### src/sv/cfe_pkg.sv
`timescale 1ns / 1ps
// ----------------------------------------------------------------------------
// Command frame encoder package
// Frame layout constants, control and status bundles, CRC-16 byte update.
// ----------------------------------------------------------------------------
package cfe_pkg;

	localparam int FRAME_BYTES = 22;
	localparam int BODY_BYTES  = 20;
	localparam int IDX_W       = $clog2(FRAME_BYTES);

	localparam logic [15:0] CRC_POLY = 16'h1021;
	localparam logic [15:0] CRC_INIT = 16'hFFFF;

	localparam logic [7:0] HDR_B0 = 8'h03;
	localparam logic [7:0] HDR_B1 = 8'h82;
	localparam logic [7:0] HDR_B2 = 8'h00;
	localparam logic [7:0] HDR_B3 = 8'h0C;

	localparam logic [IDX_W-1:0] IDX_HDR0   = IDX_W'(0);
	localparam logic [IDX_W-1:0] IDX_HDR1   = IDX_W'(1);
	localparam logic [IDX_W-1:0] IDX_HDR2   = IDX_W'(2);
	localparam logic [IDX_W-1:0] IDX_HDR3   = IDX_W'(3);
	localparam logic [IDX_W-1:0] IDX_POS0   = IDX_W'(4);
	localparam logic [IDX_W-1:0] IDX_POS3   = IDX_W'(7);
	localparam logic [IDX_W-1:0] IDX_VEL0   = IDX_W'(8);
	localparam logic [IDX_W-1:0] IDX_VEL3   = IDX_W'(11);
	localparam logic [IDX_W-1:0] IDX_TRQ0   = IDX_W'(12);
	localparam logic [IDX_W-1:0] IDX_TRQ3   = IDX_W'(15);
	localparam logic [IDX_W-1:0] IDX_FLAG1  = IDX_W'(16);
	localparam logic [IDX_W-1:0] IDX_FLAG2  = IDX_W'(17);
	localparam logic [IDX_W-1:0] IDX_FLAG3  = IDX_W'(18);
	localparam logic [IDX_W-1:0] IDX_FLAG4  = IDX_W'(19);
	localparam logic [IDX_W-1:0] IDX_CRC_HI = IDX_W'(BODY_BYTES);
	localparam logic [IDX_W-1:0] IDX_LAST   = IDX_W'(FRAME_BYTES - 1);

	typedef struct packed {
		logic load;
		logic emit;
	} cmd_t;

	typedef struct packed {
		logic out_full;
		logic at_last;
	} status_t;

	function automatic logic [15:0] crc_update(input logic [15:0] crc, input logic [7:0] data);
		logic [15:0] c;
		c = crc ^ {data, 8'h00};
		for (int b = 0; b < 8; b++) begin
			c = c[15] ? ({c[14:0], 1'b0} ^ CRC_POLY) : {c[14:0], 1'b0};
		end
		return c;
	endfunction

endpackage

### src/sv/cfe_ctrl.sv
`timescale 1ns / 1ps
// ----------------------------------------------------------------------------
// Command frame encoder controller
// Takes one command, then steps the datapath through the 22 frame bytes.
// ----------------------------------------------------------------------------
module cfe_ctrl (
	input  logic            clk,
	input  logic            arst_n,
	input  logic            cmd_valid,
	output logic            cmd_stall,
	input  logic            frame_stall,
	input  cfe_pkg::status_t status,
	output cfe_pkg::cmd_t   cmd
);

	localparam logic ST_IDLE = 1'b0;
	localparam logic ST_RUN  = 1'b1;

	logic state_q;
	logic advance;

	assign cmd_stall = (state_q != ST_IDLE);
	assign advance   = (state_q == ST_RUN) && (!status.out_full || !frame_stall);

	always_comb begin
		cmd.load = (state_q == ST_IDLE) && cmd_valid;
		cmd.emit = advance;
	end

	always_ff @(posedge clk or negedge arst_n) begin
		if (!arst_n) begin
			state_q <= ST_IDLE;
		end else begin
			unique case (state_q)
				ST_IDLE: begin
					if (cmd_valid) state_q <= ST_RUN;
				end
				ST_RUN: begin
					if (advance && status.at_last) state_q <= ST_IDLE;
				end
				default: state_q <= ST_IDLE;
			endcase
		end
	end

	a_load_only_idle: assert property (@(posedge clk) disable iff (!arst_n)
		cmd.load |=> state_q == ST_RUN)
		else $error("load did not start a frame");

	a_no_emit_idle: assert property (@(posedge clk) disable iff (!arst_n)
		!(cmd.load && cmd.emit))
		else $error("load and emit together");

	a_last_ends: assert property (@(posedge clk) disable iff (!arst_n)
		(advance && status.at_last) |=> state_q == ST_IDLE)
		else $error("frame did not end after last byte");

endmodule

### src/sv/cfe_dp.sv
`timescale 1ns / 1ps
// ----------------------------------------------------------------------------
// Command frame encoder datapath
// Command hold registers, byte select, running CRC and output register.
// ----------------------------------------------------------------------------
module cfe_dp (
	input  logic                        clk,
	input  logic                        arst_n,
	input  cfe_pkg::cmd_t               cmd,
	output cfe_pkg::status_t            status,
	input  logic [31:0]                 position_word,
	input  logic [31:0]                 velocity_word,
	input  logic [31:0]                 torque_word,
	input  logic                        flag_one,
	input  logic                        flag_two,
	input  logic                        flag_three,
	input  logic                        flag_four,
	input  logic                        frame_stall,
	output logic                        frame_valid,
	output logic [7:0]                  frame_byte,
	output logic                        frame_last
);

	logic [31:0] pos_q;
	logic [31:0] vel_q;
	logic [31:0] trq_q;
	logic [3:0]  flags_q;
	logic [cfe_pkg::IDX_W-1:0] idx_q;
	logic [15:0] crc_q;
	logic        out_valid_q;
	logic [7:0]  byte_q;
	logic        last_q;
	logic [7:0]  sel_byte;

	always_comb begin
		case (idx_q) inside
			cfe_pkg::IDX_HDR0:                       sel_byte = cfe_pkg::HDR_B0;
			cfe_pkg::IDX_HDR1:                       sel_byte = cfe_pkg::HDR_B1;
			cfe_pkg::IDX_HDR2:                       sel_byte = cfe_pkg::HDR_B2;
			cfe_pkg::IDX_HDR3:                       sel_byte = cfe_pkg::HDR_B3;
			[cfe_pkg::IDX_POS0:cfe_pkg::IDX_POS3]:   sel_byte = pos_q[idx_q[1:0]*8 +: 8];
			[cfe_pkg::IDX_VEL0:cfe_pkg::IDX_VEL3]:   sel_byte = vel_q[idx_q[1:0]*8 +: 8];
			[cfe_pkg::IDX_TRQ0:cfe_pkg::IDX_TRQ3]:   sel_byte = trq_q[idx_q[1:0]*8 +: 8];
			cfe_pkg::IDX_FLAG1:                      sel_byte = {7'd0, flags_q[0]};
			cfe_pkg::IDX_FLAG2:                      sel_byte = {7'd0, flags_q[1]};
			cfe_pkg::IDX_FLAG3:                      sel_byte = {7'd0, flags_q[2]};
			cfe_pkg::IDX_FLAG4:                      sel_byte = {7'd0, flags_q[3]};
			cfe_pkg::IDX_CRC_HI:                     sel_byte = crc_q[15:8];
			default:                                 sel_byte = crc_q[7:0];
		endcase
	end

	always_comb begin
		status.out_full = out_valid_q;
		status.at_last  = (idx_q == cfe_pkg::IDX_LAST);
	end

	assign frame_valid = out_valid_q;
	assign frame_byte  = byte_q;
	assign frame_last  = last_q;

	always_ff @(posedge clk) begin
		if (cmd.load) begin
			pos_q   <= position_word;
			vel_q   <= velocity_word;
			trq_q   <= torque_word;
			flags_q <= {flag_four, flag_three, flag_two, flag_one};
		end
		if (cmd.emit) begin
			byte_q <= sel_byte;
			last_q <= (idx_q == cfe_pkg::IDX_LAST);
		end
	end

	always_ff @(posedge clk or negedge arst_n) begin
		if (!arst_n) begin
			idx_q       <= '0;
			crc_q       <= cfe_pkg::CRC_INIT;
			out_valid_q <= 1'b0;
		end else begin
			if (cmd.load) begin
				idx_q <= '0;
				crc_q <= cfe_pkg::CRC_INIT;
			end else if (cmd.emit) begin
				idx_q <= idx_q + 1'b1;
				if (idx_q < cfe_pkg::IDX_CRC_HI) crc_q <= cfe_pkg::crc_update(crc_q, sel_byte);
			end
			if (cmd.emit) out_valid_q <= 1'b1;
			else if (!frame_stall) out_valid_q <= 1'b0;
		end
	end

	a_load_clears: assert property (@(posedge clk) disable iff (!arst_n)
		cmd.load |=> (idx_q == '0) && (crc_q == cfe_pkg::CRC_INIT))
		else $error("load did not clear index and crc");

	a_idx_range: assert property (@(posedge clk) disable iff (!arst_n)
		cmd.emit |-> idx_q <= cfe_pkg::IDX_LAST)
		else $error("byte index out of range");

	a_last_flag: assert property (@(posedge clk) disable iff (!arst_n)
		cmd.emit |=> frame_valid && (frame_last == ($past(idx_q) == cfe_pkg::IDX_LAST)))
		else $error("last flag mismatch");

	a_emit_room: assert property (@(posedge clk) disable iff (!arst_n)
		cmd.emit |-> (!out_valid_q || !frame_stall))
		else $error("emit overwrote a held byte");

endmodule

### src/sv/axis_command_frame_encoder_unit.sv
`timescale 1ns / 1ps
// ----------------------------------------------------------------------------
// Command frame encoder
// Turns one motion command into a 22-byte frame with a CRC-16 trailer.
//
//   channel   direction  handshake                payload
//   cmd       in         cmd_valid / cmd_stall    three words, four flags
//   frame     out        frame_valid / frame_stall frame_byte, frame_last
//
// A command is loaded, then its 22 bytes pass through the byte select and CRC
// update, one per cycle unless a full output register is held by frame_stall.
// cmd_stall is high from load until the last byte enters the output register.
// frame_stall holds the output register and, while it is full, pauses the byte counter.
// Reset clears the controller, counter and output valid; no clearing pass.
// ----------------------------------------------------------------------------
module axis_command_frame_encoder_unit (
	input  logic        clk,
	input  logic        arst_n,
	input  logic        cmd_valid,
	output logic        cmd_stall,
	input  logic [31:0] position_word,
	input  logic [31:0] velocity_word,
	input  logic [31:0] torque_word,
	input  logic        flag_one,
	input  logic        flag_two,
	input  logic        flag_three,
	input  logic        flag_four,
	output logic        frame_valid,
	input  logic        frame_stall,
	output logic [7:0]  frame_byte,
	output logic        frame_last
);

	cfe_pkg::cmd_t    cmd;
	cfe_pkg::status_t status;

	cfe_ctrl u_ctrl (
		.clk         (clk),
		.arst_n      (arst_n),
		.cmd_valid   (cmd_valid),
		.cmd_stall   (cmd_stall),
		.frame_stall (frame_stall),
		.status      (status),
		.cmd         (cmd)
	);

	cfe_dp u_dp (
		.clk           (clk),
		.arst_n        (arst_n),
		.cmd           (cmd),
		.status        (status),
		.position_word (position_word),
		.velocity_word (velocity_word),
		.torque_word   (torque_word),
		.flag_one      (flag_one),
		.flag_two      (flag_two),
		.flag_three    (flag_three),
		.flag_four     (flag_four),
		.frame_stall   (frame_stall),
		.frame_valid   (frame_valid),
		.frame_byte    (frame_byte),
		.frame_last    (frame_last)
	);

endmodule

### config.mk
export PLATFORM = sky130hd
export DESIGN_NAME = axis_command_frame_encoder_unit
export DESIGN_NICKNAME = d
export VERILOG_FILES = /design/src/sv/cfe_pkg.sv /design/src/sv/cfe_ctrl.sv /design/src/sv/cfe_dp.sv /design/src/sv/axis_command_frame_encoder_unit.sv
export SDC_FILE = /design/constraint.sdc
export NUM_CORES = 1
export LEC_CHECK = 0
export BUFFER_PORTS_ARGS = -buffer_cell sky130_fd_sc_hd__buf_2
export CELL_PAD_IN_SITES_DETAIL_PLACEMENT = 1
export CELL_PAD_IN_SITES_GLOBAL_PLACEMENT = 1
export CORE_MARGIN = 10
export CORE_UTILIZATION = 49
export CTS_CLUSTER_SIZE = 25
export DETAILED_ROUTE_END_ITERATION = 10
export PLACE_DENSITY_LB_ADDON = 0.1
export RECOVER_POWER = 25
export SLEW_MARGIN = 20
export SYNTH_ARGS = -nofsm -noshare
export SYNTH_HDL_FRONTEND = slang
export SYNTH_SLANG_ARGS = --single-unit
### constraint.sdc
create_clock -name clk -period 11.15 [get_ports clk]
set_input_delay 1.6725 -clock clk [delete_from_list [all_inputs] [get_ports clk]]
set_output_delay 1.6725 -clock clk [all_outputs]
set_load 0.01 [all_outputs]
Yosys cells after proc, flatten, opt, wreduce, memory -nomap -nowiden
Index checks and enable logic that the tools add are counted.
{"block": "classes", "addsub": 1, "magnitude_cmp": 7, "n_eq_ne": 10, "n_shift": 3, "n_mux": 30, "n_bitwise": 10, "n_reduce_logical": 13}
{"cell": "13-bit two-way mux", "n": 8}
{"cell": "8-bit two-way mux", "n": 12}
{"cell": "32-bit by 6-bit indexed part select with 8-bit output", "n": 3}
{"cell": "16-bit two-way mux", "n": 3}
{"cell": "5-bit == test, second input constant", "n": 6}
{"cell": "3-bit inverter", "n": 8}
{"cell": "16-bit XOR", "n": 1}
{"cell": "5-bit by 2-bit == test with 1-bit output, second input constant", "n": 2}
{"cell": "5-bit by 4-bit >= comparator with 1-bit output, second input constant", "n": 2}
{"cell": "5-bit by 4-bit <= comparator with 1-bit output, second input constant", "n": 2}
{"cell": "5-bit two-way mux", "n": 2}
{"cell": "1-bit logical AND", "n": 6}
{"cell": "5-bit by 1-bit adder with 5-bit output, second input constant", "n": 1}
{"cell": "5-bit by 1-bit == test with 1-bit output, second input constant", "n": 1}
{"cell": "5-bit by 3-bit >= comparator with 1-bit output, second input constant", "n": 1}
{"cell": "5-bit by 3-bit <= comparator with 1-bit output, second input constant", "n": 1}
{"cell": "5-bit logical NOT", "n": 1}
{"cell": "5-bit < comparator, second input constant", "n": 1}
{"cell": "1-bit two-way mux", "n": 4}
{"cell": "2-bit nonzero test", "n": 2}
{"cell": "1-bit logical NOT", "n": 2}
{"cell": "2-bit by 1-bit inequality test with 1-bit output, second input constant", "n": 1}
{"cell": "1-bit case mux with 2 select lines", "n": 1}
{"cell": "2-bit AND reduction", "n": 1}
{"cell": "2 further kinds", "n": 2}
{"block": "word_totals", "ff_bits": 132, "input_bits": 104, "word_cells": 84}

Longest topological paths before layout
Gate-level depths: netlist (run 1).
{"block": "depth", "depth_word": 33, "ltp_mapped": 13, "depth_no_buf": 11}

By module
Synthesis (run 1) repeated with hierarchy kept, for this count alone.
{"block": "hier_totals", "hier_cells": 410, "area_unflattened_um2": 6184.7}
{"mod": "cfe_dp", "n_inst": 1, "cells_each": 403, "area_per_inst_um2": 6124.6}
{"mod": "cfe_ctrl", "n_inst": 1, "cells_each": 7, "area_per_inst_um2": 60.1}

Worst setup path before layout (run 1)
No wires, ideal clock.
{"block": "synth_path", "path_type": "input-to-reg", "from": "in cmd_valid", "to": "reg u_dp.flags_q[0], enable pin", "arrival_time_ps": 5056, "setup_slack_ps": 5591, "path_stages": 3, "n_path_buf": 2, "path_cell_list": "nor2b_1 -> clkbuf_1 -> buf_1"}
{"element": "start, declared", "line": "axis_command_frame_encoder_unit.sv:19", "source": "input logic cmd_valid,"}
{"element": "end signal, assigned", "line": "cfe_dp.sv:67", "source": "flags_q <= {flag_four, flag_three, flag_two, flag_one};"}
{"element": "end, declared", "line": "cfe_dp.sv:27", "source": "logic [3:0] flags_q;"}

Worst setup path after layout (run 1)
{"block": "layout_path", "from": "reg u_dp.idx_q[1] (netlist bit)", "to": "reg u_dp.crc_q[7]"}
{"block": "layout_via", "elab_chain_len": 26, "elab_cells_between_ends": 50}
{"element": "start, declared", "line": "cfe_dp.sv:28", "source": "logic [cfe_pkg::IDX_W-1:0] idx_q;"}
{"element": "start signal, assigned", "line": "cfe_dp.sv:85", "source": "idx_q <= idx_q + 1'b1;"}
{"element": "5-bit == test (no line)"}
{"element": "8-bit two-way mux (12 in series)", "line": "cfe_dp.sv:36", "source": "case (idx_q) inside"}
{"element": "16-bit XOR", "line": "cfe_pkg.sv:49", "source": "c = crc ^ {data, 8'h00};"}
{"element": "13-bit two-way mux (5 in series)", "line": "cfe_pkg.sv:51", "source": "c = c[15] ? ({c[14:0], 1'b0} ^ CRC_POLY) : {c[14:0], 1'b0};"}
{"element": "3-bit inverter (no line)"}
{"element": "13-bit two-way mux (3 in series)", "line": "cfe_pkg.sv:51"}
{"element": "16-bit two-way mux", "line": "cfe_dp.sv:86", "source": "if (idx_q < cfe_pkg::IDX_CRC_HI) crc_q <= cfe_pkg::crc_update(crc_q, sel_byte);"}
{"element": "16-bit two-way mux", "line": "cfe_dp.sv:84", "source": "end else if (cmd.emit) begin"}
{"element": "16-bit two-way mux", "line": "cfe_dp.sv:81", "source": "if (cmd.load) begin"}
{"element": "end signal, assigned", "line": "cfe_dp.sv:78", "source": "crc_q <= cfe_pkg::CRC_INIT;"}
{"element": "end signal, assigned", "line": "cfe_dp.sv:83", "source": "crc_q <= cfe_pkg::CRC_INIT;"}
{"element": "end signal, assigned", "line": "cfe_dp.sv:86"}
{"element": "end, declared", "line": "cfe_dp.sv:29", "source": "logic [15:0] crc_q;"}
Several ways; a longest one is shown, not always the timed one. The select of a mux whose other input is x is not followed.
A chain may end at the register's enable or synchronous reset.

==> results.ini, run 1 <==
[status]
status=finished clean

[floorplan]
ios=115
core_mm2=0.0120
dieArea_mm2=0.0171
initial_core_util_pct=50.2
rows=40
die_width_um=131
die_y_um=131

[drt]
wl_um=15800
drc=0
drtAntennaViolNets=0
wire_per_inst_um=23.3
via_per_inst=5.85
drt_iter0_markers=237
num_vias=3959
firstDrtPassIters=4

[grt]
antenna_found_initial=0
grtUsageTotal_pct=19.7
grt_pass1_vias=4481
grt_max_degree=65
gr-total-overflow=0
grt_pass1_wl_um=24800

[synthesis]
ys.flop_type=edfxtp_1
synth_edf_count=109
syn_inst=398
synth_area_leaders=edfxtp_1 (54%), mux4_2 (8.2%), dfstp_2 (7.0%)
synth-seq-area-share_pct=64.2
syn_area_mm2=0.00603
netlist.top_cell.by_area=edfxtp_1
ys_warn_count=0
synth_top_area_share_pct=54.3
ys_types=68
synth-async-reset-ratio_pct=17.4
syn_nets=507
synth_area_per_cell_um2=15.1
synth-seq-cells=132

[critical_path]
r2r_cells=12
crit_slowest_cell=dfrtp_1
critPathKind=reg2reg
reg2reg_slack_ns=7.20
rr_endpoint=u_dp.crc_q[7]
crit_fanout=26
critPathLaunch=u_dp.idx_q[1]
cp.required_ns=11.51
path_cells=buf_4 -> ha_1 -> and3_1 -> ha_1 -> inv_1 -> a21oi_2 -> a21oi_1 -> a2111oi_0 -> nor3_2 -> xnor3_2 -> xor2_1 -> a21oi_1
critPathMaxStageDelay_ns=0.67
cp-end-kind=flip-flop
reg2reg_from=u_dp.idx_q[1]
cp.arrival_ns=4.31
critPathCapture=u_dp.crc_q[7]
start_kind=flip-flop

[cts]
cts_setup_buffers=0
cts_buffer_depth=2
numCtsBuffers=17
htree_levels=4
cts_tree=built
cts-hold-fix-buffers=0
cts_root_buf=clkbuf_16
cts.sinks=132
clk_pin_slew_worst_paths_ns=0.06
cts_resized=0
clk-insertion-delay-late_ns=0.43

[pwr]
power_density_mw_per_mm2=320
leakage_nw=2.78
max-vdd-ir-drop_v=0.000230

[placement]
gp_congestion=0.859
place_hpwl_um=11200
dp.cells=645
place_area_mm2=0.00672
port_buffers=114

[timing]
timing.slew.headroom_pct=47.3
whs_ns=0.528
maxSlewViolCount=0
rsz0062_at_grt=false
setup-tns-final_ns=0
hold_viol_final=0
period_needed_ns=3.95
setup_violations=0
worst_pin_slew_ns=0.790
min_period_over_period_pct=35.4
fmax_mhz=253
clock_skew_ns=0.0115

[worst_hold_path]
hp-class=reg2reg
holdCritStartpoint=u_dp.frame_valid

[final_layout]
drive_above_1_share_pct=39.6
design_area_mm2=0.00732
antenna_cells=0
area_growth_pct=21.4
finalNetCount=626
fin_cells=677

[flow_run]
cap_viol_max_count=0

## registers in the layout, indices dropped and copies added (netlist names)
name              cells
u_dp.frame_valid      1
u_dp.flags_q          4
u_dp.crc_q           16
u_dp.trq_q           32
u_dp.frame_byte       8
u_ctrl.cmd_stall      1
u_dp.pos_q           32
u_dp.frame_last       1
u_dp.idx_q            5
u_dp.vel_q           32
## critical path: cells and delay by family (launching register included)
family	cells	cell delay, ns
compound gates	4	1.27
flops	1	0.67
fa+ha+maj	2	0.59
buf+inv	2	0.51
xor+xnor	2	0.47
simple gates	2	0.37
## synthesized netlist by cell type, types with 4 or more instances
master and instances:
inv_1 9, xnor2_1 4, buf_2 6, mux4_2 22, nand2b_1 4, or3_1 4, a21oi_1 26, a211o_1 4
a21o_1 4, edfxtp_1 109, nand3_1 6, mux2i_1 5, nand2_1 14, o21ai_0 18, xnor3_1 4, nor2_1 20
and2_1 7, a211oi_1 5, ha_1 5, clkbuf_1 6, nor3_1 18, dfstp_2 16, xor2_1 6, dfrtp_1 7
## cell families (layout without fill, tap and decap cells)
kind of cell               after synthesis  count (layout)  share of synthesized area (%)
DFF                                    132             132                           64.2
and+or+nand+nor                         99              99                           9.17
AOI/OAI and AO/OA                       87              87                           9.71
muxes                                   29              29                           9.42
buffers and inverters                   29             161                           2.49
xor gates and xnor gates                17              17                           4.00
adders and majority gates                5               5                           1.04
## worst min path at each step
stage                            end  slack, ns  cells after the start
floorplan              u_dp.crc_q[2]       0.51                      2
CTS                 u_dp.frame_valid       0.53                      2
global placement    u_dp.frame_valid       0.51                      2
global route           u_dp.crc_q[2]       0.57                      2
detailed placement  u_dp.frame_valid       0.52                      2
finish              u_dp.frame_valid       0.53                      2
## per-stage QoR
step	utilization (%)	setup slack, ns	power (mW)
floorplan	-	5.59	1.51
global placement	55.9	7.41	1.74
detailed placement	55.9	7.25	1.76
CTS	61.0	7.20	2.36
global route	61.0	6.84	2.48
finish	61.0	7.20	2.34
## power by group
group / switching, mW / total [mW] / internal, mW
clock: 0.221 / 0.576 / 0.355
sequential: 0.0733 / 0.718 / 0.644
combinational: 0.552 / 1.05 / 0.497
total: 0.847 / 2.34 / 1.50
## layer usage
metal  up-vias  global-route usage, %  share of wire (%)
li1       1802                      -                  -
met4         0                   7.85                2.0
met3        26                   7.41                6.9
met2       123                   31.8                 50
met1      2008                   23.5                 42
met5         -                      0                  0
## placed cells by master (no fill, tap or decap), types with 6 or more instances in the layout
cell type  Yosys  layout
edfxtp_1     109     109
buf_2          6     114
nor3_1        18      18
o21ai_0       18      18
xor2_1         6       6
nand3_1        6       6
nor2_1        20      20
inv_1          9       9
clkbuf_16      0      17
a21oi_1       26      26
dfstp_2       16      16
and2_1         7       7
mux4_2        22      22
nand2_1       14      14
dfrtp_1        7       6
## area by class of cell
type | instances | area [um^2]
inverters | 10 | 37.5
clock buffers | 18 | 429
fillers | 1170 | 4690
well taps | 147 | 184
multi-input cells | 237 | 2020
clock inverters | 14 | 175
flip-flops and latches | 132 | 3870
repair buffers | 119 | 608
(Power assumes the default switching activity.)
==> inputs of run 2 (changes only) <==
- CORE_UTILIZATION: 49 -> 41
- clock period: 11.15 -> 3.4 ns (I/O delays scaled with it)
==> run 2 against run 1 <==
Wire length is 2.3% lower. Count of clock-buffer cells in the layout stayed put. Sequential share of layout area is 0.48 points lower. Via count is 2.0% lower. Critical path depth is 2 lower. Clock skew is 0.0018 ns lower. Sequential power grew to 3.3 times the previous value. Hold slack worse by 0.45 ns. Critical endpoint is now u_dp.crc_q[5]. Largest power group unchanged.
==> results.ini, run 2 (synthesis gave the netlist of run 1 again) <==
[cts]
cts.sinks=132
htree_levels=4
clk-insertion-delay-late_ns=0.42
cts_tree=built
cts_buffer_depth=2
numCtsBuffers=17
clk_pin_slew_worst_paths_ns=0.06
cts_root_buf=clkbuf_16

[timing]
fmax_mhz=319
timing.slew.headroom_pct=56.0
maxSlewViolCount=0
period_needed_ns=3.13
setup_violations=0
clock_skew_ns=0.00977
worst_pin_slew_ns=0.656
setup-tns-final_ns=0
hold_viol_final=0
rsz0062_at_grt=false
min_period_over_period_pct=92.1

[pwr]
clkPwrFrac_pct=22.2
max-vdd-ir-drop_v=0.000403
internal_power_mw=4.81
pwr-share-comb_pct=46.7
switching_share_pct=36.3
power_density_mw_per_mm2=1020
pwr-share-seq_pct=31.1
power.switching_mw=2.75
leakage_nw=2.79

[floorplan]
dieArea_mm2=0.0200
die_y_um=141
core_mm2=0.0145
ios=115
rows=44
die_width_um=141
initial_core_util_pct=41.6

[critical_path]
crit_path_frequent_cell=and2_1
reg2reg_from=u_dp.idx_q[0]
rr_endpoint=u_dp.crc_q[5]
critPathMaxStageDelay_ns=0.54
r2r_cells=10
start_kind=flip-flop
cp.arrival_ns=3.46
cp.required_ns=3.72
crit_fanout=11
reg2reg_slack_ns=0.27
critPathKind=reg2reg
crit_buf_inv=1
path_cells=ha_1 -> buf_4 -> nand3b_2 -> and2_1 -> nor4_1 -> a211oi_2 -> and2_1 -> o211ai_1 -> a211oi_1 -> nor3_1
cp-end-kind=flip-flop
critPathTopFamily=simple AND/OR/NAND/NOR gates
crit_slowest_cell=nor4_1

[grt]
antenna_found_initial=0
grt_max_degree=69
grt_pass1_wl_um=24300
grtUsageTotal_pct=15.9
gr-total-overflow=0
grt_pass1_vias=4414

[final_layout]
fillers=1502
antenna_cells=0
area_growth_pct=22.6
largest_registers=u_dp.pos_q: 32 flops, u_dp.trq_q: 32 flops, u_dp.vel_q: 32 flops
fin_cells=722
final_common_cell=buf_2
mostFrequentLayoutCells=buf_2 (114), edfxtp_1 (109), a21oi_1 (26)
drive_above_1_share_pct=40.7
finalNetCount=636

[flow_run]
cap_viol_max_count=0

[drt]
wl_um=15400
firstDrtPassIters=5
drc=0
drtAntennaViolNets=0
wire_per_inst_um=21.4
via_per_inst=5.37
drt_iter0_markers=205
num_vias=3878

[worst_hold_path]
hp-class=in2async

[placement]
place_hpwl_um=11500
dp.cells=692
port_buffers=114
gp_congestion=0.840

[status]
status=finished clean

run 2: worst max path at each step:
stage,from,endpoint,cells after the start
after floorplan,u_dp.idx_q[0],u_dp.crc_q[15],13
after global placement,u_dp.idx_q[0],u_dp.crc_q[8],12
after detailed placement,u_dp.idx_q[0],u_dp.crc_q[7],10
after CTS,u_dp.idx_q[0],u_dp.crc_q[7],10
after global routing,u_dp.idx_q[0],u_dp.crc_q[15],10
final,u_dp.idx_q[0],u_dp.crc_q[5],10
run 2: area by class of cell:
type	count	area, um^2	share of cell area [%]
tap	184	230	3.12
clock inverter	12	108	1.46
clock buffer	18	429	5.81
multi-input combinational	237	2020	27.3
sequential	132	3870	52.4
timing repair buffer	129	696	9.41
inverter	10	37.5	0.508
run 2: worst reg2reg max path, delay by kind of cell, from the launching register on:
family,cells,cell delay [ns]
adders and majority gates,1,0.24
DFF,1,0.49
AOI/OAI and AO/OA,3,0.66
buffers and inverters,1,0.17
and+or+nand+nor,5,1.49
run 2: what timing repair did:
item | CTS | global route
gates resized for setup | 0 | 1
setup endpoints to repair | 0 | 1
setup buffers | 0 | 0
endpoints found under the hold margin | 0 | 0
hold buffers | 0 | 0
run 2: stage by stage:
| stage | power [mW] | instance area, um^2 | hold WS [ns] | util (%) | setup WS, ns |
|---|---|---|---|---|---|
| 3_3_place_gp | 5.82 | 6850 | 0.498 | 47.3 | 0.378 |
| 6_report | 7.56 | 7390 | 0.0797 | 51.0 | 0.268 |
| 5_1_grt | 8.05 | 7390 | 0.0983 | 51.0 | 0.0150 |
| 3_5_place_dp | 5.89 | 6850 | 0.520 | 47.3 | 0.278 |
| 2_1_floorplan | 4.96 | 6040 | 0.214 | - | 0.284 |
| 4_1_cts | 7.61 | 7390 | 0.0828 | 51.0 | 0.256 |
run 2: power by group through the flow:
stage	Clock (mW)	Sequential, mW	Combinational [mW]
after global routing	1.80	2.38	3.87
after detailed placement	0	2.38	3.51
after global placement	0	2.37	3.45
final	1.68	2.35	3.53
after floorplan	0	2.28	2.68
after CTS	1.71	2.35	3.55
run 2: metal layers:
metal  vias up  wire [um]  track usage (%)
li1       1821          -                -
met1      1952       6750             19.1
met2        99       7690             26.1
met3         6        871             5.81
met4         0        109             4.40
met5         -          0                0
==> inputs of run 3 (changes only) <==
- CORE_MARGIN: 10 -> 4
- PLACE_DENSITY_LB_ADDON: 0.1 -> 0.2
==> run 3 against run 2 <==
Critical path type unchanged. Critical path depth is 1 higher. Count of clock-buffer cells in the layout is 1 lower. Sequential cell count stayed put. Largest power group unchanged. Global-route usage is 3.3 points higher. Hold slack better by 0.014 ns. Design area is 0.56% lower. Combinational power is 2% lower.
==> results.ini, run 3 (synthesis gave the netlist of run 1 again) <==
[timing]
setup-tns-final_ns=0
worst_pin_slew_ns=0.621
whs_ns=0.0939
period_needed_ns=3.16
fmax_mhz=317
setup_slack_ns=0.244
timing.slew.headroom_pct=58.6
clock_skew_ns=0.0103
setup_violations=0
rsz0062_at_grt=false
maxSlewViolCount=0
min_period_over_period_pct=92.8
hold_viol_final=0

[drt]
wl_um=14900
drc=0
drtAntennaViolNets=0
drt_iter0_markers=222
via_per_inst=5.41
num_vias=3876
wire_per_inst_um=20.8
firstDrtPassIters=4

[placement]
post-place-ws_ns=0.100
place_hpwl_um=10900
port_buffers=114
dp.cells=687
gp_congestion=0.886

[final_layout]
mostFrequentLayoutCells=buf_2 (114), edfxtp_1 (109), a21oi_1 (26)
area_growth_pct=21.9
drive_above_1_share_pct=40.2
final_common_cell=buf_2
largest_registers=u_dp.pos_q: 32 flops, u_dp.trq_q: 32 flops, u_dp.vel_q: 32 flops
fin_cells=717
antenna_cells=0
finalNetCount=631

[critical_path]
reg2reg_slack_ns=0.24
cp.required_ns=3.74
start_kind=flip-flop
critPathLaunch=u_dp.idx_q[1]
cp.arrival_ns=3.50
cp-end-kind=flip-flop
critPathCapture=u_dp.crc_q[8]
r2r_cells=11
rr_endpoint=u_dp.crc_q[8]
crit_fanout=35
reg2reg_from=u_dp.idx_q[1]
critPathKind=reg2reg

[pwr]
leakage_nw=2.76
max-vdd-ir-drop_v=0.000506
power_density_mw_per_mm2=1010
power_mw=7.41

[cts]
htree_levels=4
cts.sinks=132
numCtsBuffers=17
cts_root_buf=clkbuf_16
cts_tree=built
cts_buffer_depth=2
clk_pin_slew_worst_paths_ns=0.05
cts_setup_buffers=0
clk-insertion-delay-late_ns=0.42

[grt]
gr-total-overflow=0
grt_max_degree=121
grt_pass1_vias=4292
grtUsageTotal_pct=19.1
grt_pass1_wl_um=23200
antenna_found_initial=1

[floorplan]
initial_core_util_pct=41.6
dieArea_mm2=0.0167
die_width_um=129
core_mm2=0.0145
die_y_um=129
ios=115
rows=44

[status]
status=finished clean

[worst_hold_path]
hp-class=in2async

[flow_run]
cap_viol_max_count=0

[run 3: area by class of cell]
type,count,area (um^2)
Clock inverter,13,88.8
Multi-Input combinational cell,237,2030
Timing Repair Buffer,124,671
Inverter,10,37.5
Clock buffer,17,425
Fill cell,1481,7130
Sequential cell,132,3870
Tap cell,184,230
[run 3: power breakdown]
part	switching [mW]	total, mW	internal, mW
registers	0.226	2.34	2.11
clock network	0.683	1.60	0.917
logic	1.78	3.47	1.69
total	2.69	7.41	4.72
[run 3: how the worst min path moves through the flow]
stage	start	end	slack (ns)	cells after the start
4_1_cts	arst_n	u_ctrl.cmd_stall	0.1	1
6_report	arst_n	u_dp.frame_valid	0.09	1
2_1_floorplan	arst_n	u_ctrl.cmd_stall	0.21	0
3_3_place_gp	u_dp.frame_valid	u_dp.frame_valid	0.50	2
5_1_grt	arst_n	u_ctrl.cmd_stall	0.11	1
3_5_place_dp	u_dp.frame_valid	u_dp.frame_valid	0.52	2
[run 3: per-stage QoR]
stage	cell area [um^2]	util, %
2_1_floorplan	6040	-
3_3_place_gp	6830	47.1
3_5_place_dp	6830	47.1
4_1_cts	7340	50.7
5_1_grt	7350	50.8
6_report	7350	50.8
[run 3: worst max-delay path, cell delays in order, from the launching register on]
cell and delay [ns]:
dfrtp_1 0.41, buf_12 0.25, inv_1 0.12, ha_1 0.23
nor4_2 0.30, nor2_1 0.16, a2111o_1 0.36, a31o_2 0.24
a21oi_2 0.29, xnor2_1 0.29, xnor3_1 0.28, a21oi_1 0.15
[run 3: repair_timing]
item	CTS	global route
resized for setup	0	2
hold buffers	0	0
endpoints found under the setup margin	0	4
[run 3: metal layers]
layer	up-vias	GRT usage, %	wire length (um)
met5	-	0	13
met1	1934	24.3	6330
met4	2	5.44	161
met2	112	31.4	7570
li1	1813	-	-
met3	15	6.43	855
